<file path="config.mk">
export PLATFORM = sky130hd
export DESIGN_NAME = pks_ram
export DESIGN_NICKNAME = d
export VERILOG_FILES = /design/src/rtl/pks_ram.sv
export SDC_FILE = /design/constraint.sdc
export NUM_CORES = 1
export LEC_CHECK = 0
export ABC_AREA = 1
export BUFFER_PORTS_ARGS = -buffer_cell sky130_fd_sc_hd__buf_2
export CAP_MARGIN = 0
export CORE_MARGIN = 1
export CORE_UTILIZATION = 25
export CTS_CLUSTER_SIZE = 28
export DETAILED_ROUTE_END_ITERATION = 7
export PLACE_DENSITY = 0.44
export SYNTH_ARGS = -nofsm -noshare
export SYNTH_HDL_FRONTEND = slang
export SYNTH_SLANG_ARGS = --single-unit
</file>
<file path="constraint.sdc">
create_clock -name clk -period 3.5 [get_ports clk]
set_input_delay 0.525 -clock clk [delete_from_list [all_inputs] [get_ports clk]]
set_output_delay 0.525 -clock clk [all_outputs]
set_load 0.1 [all_outputs]
</file>
<file path="src/rtl/pks_ram.sv">
// ----------------------------------------------------------------------------
// pks_ram
// Generic simple dual-port RAM, one write and one registered read port.
// ----------------------------------------------------------------------------
module pks_ram #(
    parameter int WIDTH = 8,
    parameter int DEPTH = 64
) (
    input  logic                     clk,
    input  logic                     we,
    input  logic [$clog2(DEPTH)-1:0] waddr,
    input  logic [WIDTH-1:0]         wdata,
    input  logic [$clog2(DEPTH)-1:0] raddr,
    output logic [WIDTH-1:0]         rdata
);

    logic [WIDTH-1:0] mem [DEPTH];

    always_ff @(posedge clk)
    begin
        if (we)
        begin
            mem[waddr] <= wdata;
        end
        rdata <= mem[raddr];
    end

endmodule

</file>
Yosys cells after proc, flatten, opt, wreduce, memory -nomap -nowiden
Memories as Yosys holds them, arrays and structs flattened. A register that Yosys moved wholly into a read port is not among the register bits. Cells that the tools add are included.

Multiplexer cells: 2.

Operator list (count): 2-to-1 mux 1 bit (2).

Logic and storage cells: 3. Bits in registers: 0. Memories: 1. Bits of input ports: 22. Bits in writable memories: 512. Output and inout port bits: 8.

Memories: mem (depth 64, bits a word 8, read ports 1, clocked after memory_dff 1, write ports 1, line 17) `logic [WIDTH-1:0] mem [DEPTH];`.

Longest topological paths before layout
Depth after elaboration: 2. Gate-level depth with buffers: 12. Mapped depth without buffers: 9.

Worst setup path after synthesis
Ideal clock, no wire load.

Kind: input -> register. Start: in we. End: mem mem[48][0], enable pin. Data arrival time: 1896 ps. Setup time: 395 ps. Path buffers: 1. Required time: 3105 ps. Stages on the path: 3. Path slack: 1209 ps. Path through: clkbuf_1 > nand4_1 > nor4_1.

Word-level cells in the longest chain between the ends: 2.

RTL lines: start: declaration (line 10) `input logic we,`; 2-to-1 mux 1 bit (line 21) `if (we)`; 2-to-1 mux 1 bit (implied by the code) (line 23) `mem[waddr] <= wdata;`; end: declaration (line 17).

No other way between the ends.

Worst setup path in the final report
Start: reg rdata[0], read port of mem. End: out rdata[0].

RTL lines: start: declaration (line 14) `output logic [WIDTH-1:0] rdata`.

No word-level cell between the ends.

==> results by group <==
Clocking
  • Worst skew pair latency: 0.60 ns
  • TritonCTS clock tree: built
  • Number of buffers inserted during clock tree synthesis: 54
  • Clock root buffer: clkbuf_16
  • Post-CTS Hold Fix Bufs: 0
  • CTS sink cnt: 520
  • Post-CTS Repair Setup Buffers: 0
  • Cts repair resizes: 0
  • Max H-tree Level: 2
  • Clock transition at the registers of the reported paths: 0.06 ns
  • Max Buffers Root-to-Sink: 3

GRT
  • Met1 Resource Use GR: 0.214
  • Highest-utilization routing layer at the global route stage: met2
  • Maximum number of pins on one net before global-route repair: 140
  • Initial antenna violation count: 2
  • Met3 Track Usage GR: 0.0285
  • Vias in the first global route: 13600
  • All-Layer GR Usage: 0.144
  • Total congestion overflow after global routing: 0
  • Global routing usage on met2: 0.215
  • First-pass GRT wire length: 92000 µm

STA
  • Worst-case headroom to the max-slew limit: 0.296
  • Setup TNS after final layout: 0 ns
  • Number of max-slew violations in the final report: 0
  • Setup skew after layout: 0.0187 ns
  • Unrepaired setup endpoints after global routing: no
  • Number of hold violations in the final report: 0
  • Slew of the pin with the lowest slew margin: 1.05 ns
  • Share of the clock period used by the worst path: 0.620
  • Count of endpoints failing setup in the final report: 0
  • Fin Hold WS: 0.335 ns
  • Final Critical Period: 2.17 ns
  • Highest Clock Rate: 461 MHz
  • Final worst setup slack: 1.33 ns

Pwr
  • Power Density: 541 mW/mm²
  • Static Leakage: 0.00873 µW
  • Worst vdd rail ir drop: 401 µV

Worst setup path
  • CP required: 2.97 ns
  • Worst-path cell with the longest stage delay: dfxtp_1
  • CP Buf/Inv Count: 1
  • Reg-to-reg startpoint: mem[27][3]
  • Class of the most critical setup path: reg2out
  • Crit-path max FO: 1
  • Critical Path, Cell by Cell: buf_2
  • Critical path launch point: rdata[0]
  • Longest individual stage delay on the worst path: 0.54 ns
  • Cell family with most CP delay: flip-flops
  • Worst path arrival time: 1.65 ns
  • Setup crit start kind: flip-flop
  • Category of the worst setup path capture point: output pin

Yosys
  • Post-synthesis cell area: 0.0213 mm²
  • Count of distinct cell types in the synthesized netlist: 16
  • Area contributors post-synth: edfxtp_1 72%, nand2_1 11%, nand3_1 10%
  • Number of synthesis warnings: 0
  • Most frequent cell after synthesis: nand2_1
  • Average cell area after synthesis: 11.8 µm²
  • Top-area cell type share of the netlist area: 0.720
  • Cell taking the most area after synthesis: edfxtp_1
  • Synth async-reset ratio: 0
  • Number of flops mapped to enable cells by yosys: 512
  • Synth cell count leaders: 648 x nand2_1, 512 x edfxtp_1, 439 x nand3_1, 56 x nor2_1, 37 x buf_2
  • Post-synthesis instance total: 1805
  • Sequential fraction of the synthesis area: 0.728
  • Number of flip-flops and latches in the synthesized netlist: 520
  • Total nets after synthesis: 1827
  • Primary flip-flop cell chosen by synthesis mapping: edfxtp_1

Final layout
  • Filler cell count: 8707
  • Number of nets in the layout: 1897
  • Final design utilization: 0.293
  • Final cell count without fillers: 3054
  • Area growth from synthesis to final layout: 15.4%
  • Proportion of layout cells with a drive suffix above 1: 0.104

Floorplanning
  • Site row count: 106
  • Starting density of the core: 0.254
  • Overall die width: 294 µm
  • Io pins: 30
  • Die span in y: 294 µm
  • Die ar.: 0.0865 mm²
  • Area inside the core boundary: 0.0841 mm²

Route
  • Iteration-0 DRC Markers: 1218
  • DR vias: 13900
  • DRT antenna net count: 0
  • Post-detailed-route wirelength per cell: 20.4 µm
  • Remaining routing DRC violations: 0
  • TritonRoute pass-1 iters: 5
  • Routed wire length: 62300 µm
  • Ratio of routed vias to standard cells: 4.56

Outcome
  • Run status: finished clean

Placed design
  • Count of input and output buffers: 29
  • Post-detailed-placement half-perimeter wirelength: 37500 µm
  • Number of cells after detailed placement: 2953
  • Placer congestion estimate: 0.816
  • Post-place setup slack: 0.914 ns

Run
  • Max cap viols: 0

Worst hold path
  • Type of the most critical hold path: in2reg
  • Startpoint of the most critical hold path: wdata[3]
==> final cells by class <==
class                           instances  area [µm²]  area share
Clock buffer                           67        1420      0.0577
Antenna cell                            1        2.50    0.000102
Clock inverter                         33         220     0.00895
Multi-Input combinational cell       1160        4950       0.201
Sequential cell                       520       15500       0.631
Inverter                               12        55.1     0.00224
Timing Repair Buffer                  127        1020      0.0413
Tap cell                             1134        1420      0.0576
==> kinds of logic (layout without fill, tap and decap cells) <==
group | Yosys count | after routing | synth area share
AND/OR/NAND/NOR | 1160 | 1160 | 0.232
flip-flops | 520 | 520 | 0.728
other | 0 | 1 | 0
buffers and inverters | 125 | 239 | 0.0402
==> per-layer routing <==
metal,routed length [µm],share of wire
met2,27100,0.44
met4,1050,0.017
met5,92,0.0015
met3,3900,0.063
met1,30100,0.48
==> cell usage in the layout, fill, tap and decap left out, drive strengths merged <==
cell type / netlist / routed
clkinv: 0 / 29
nand2: 648 / 648
diode: 0 / 1
nand4: 9 / 9
nor2: 56 / 56
inv: 12 / 13
dfxtp: 8 / 8
edfxtp: 512 / 512
buf: 98 / 126
nand3: 439 / 439
clkbuf: 15 / 68
bufinv: 0 / 3
nor4: 8 / 8
==> flip-flops by register name, indices dropped and copies added, names as in the netlist <==
signal	flops
rdata	8
mem	512
==> through the flow <==
step / total power [µW] / cell area [µm²]
floorplan: 7610 / 21300
global placement: 8020 / 23000
detailed placement: 8020 / 23000
CTS: 13500 / 24600
global route: 13800 / 24600
finish: 13300 / 24600
==> worst paths after layout <==
check / to / slack [ns] / cells after the start
setup / recovery: rdata[0] / 1.33 / 1
hold reg to reg: rdata[5] / 0.84 / 8
hold / removal: mem[23][3] / 0.34 / 1
setup reg to reg: rdata[3] / 2.08 / 8
==> power breakdown <==
group	switching (µW)	internal, µW
clock network	2370	3080
registers	37.7	6890
logic	734	211
Note: power is estimated with default switching activity, not from simulation.
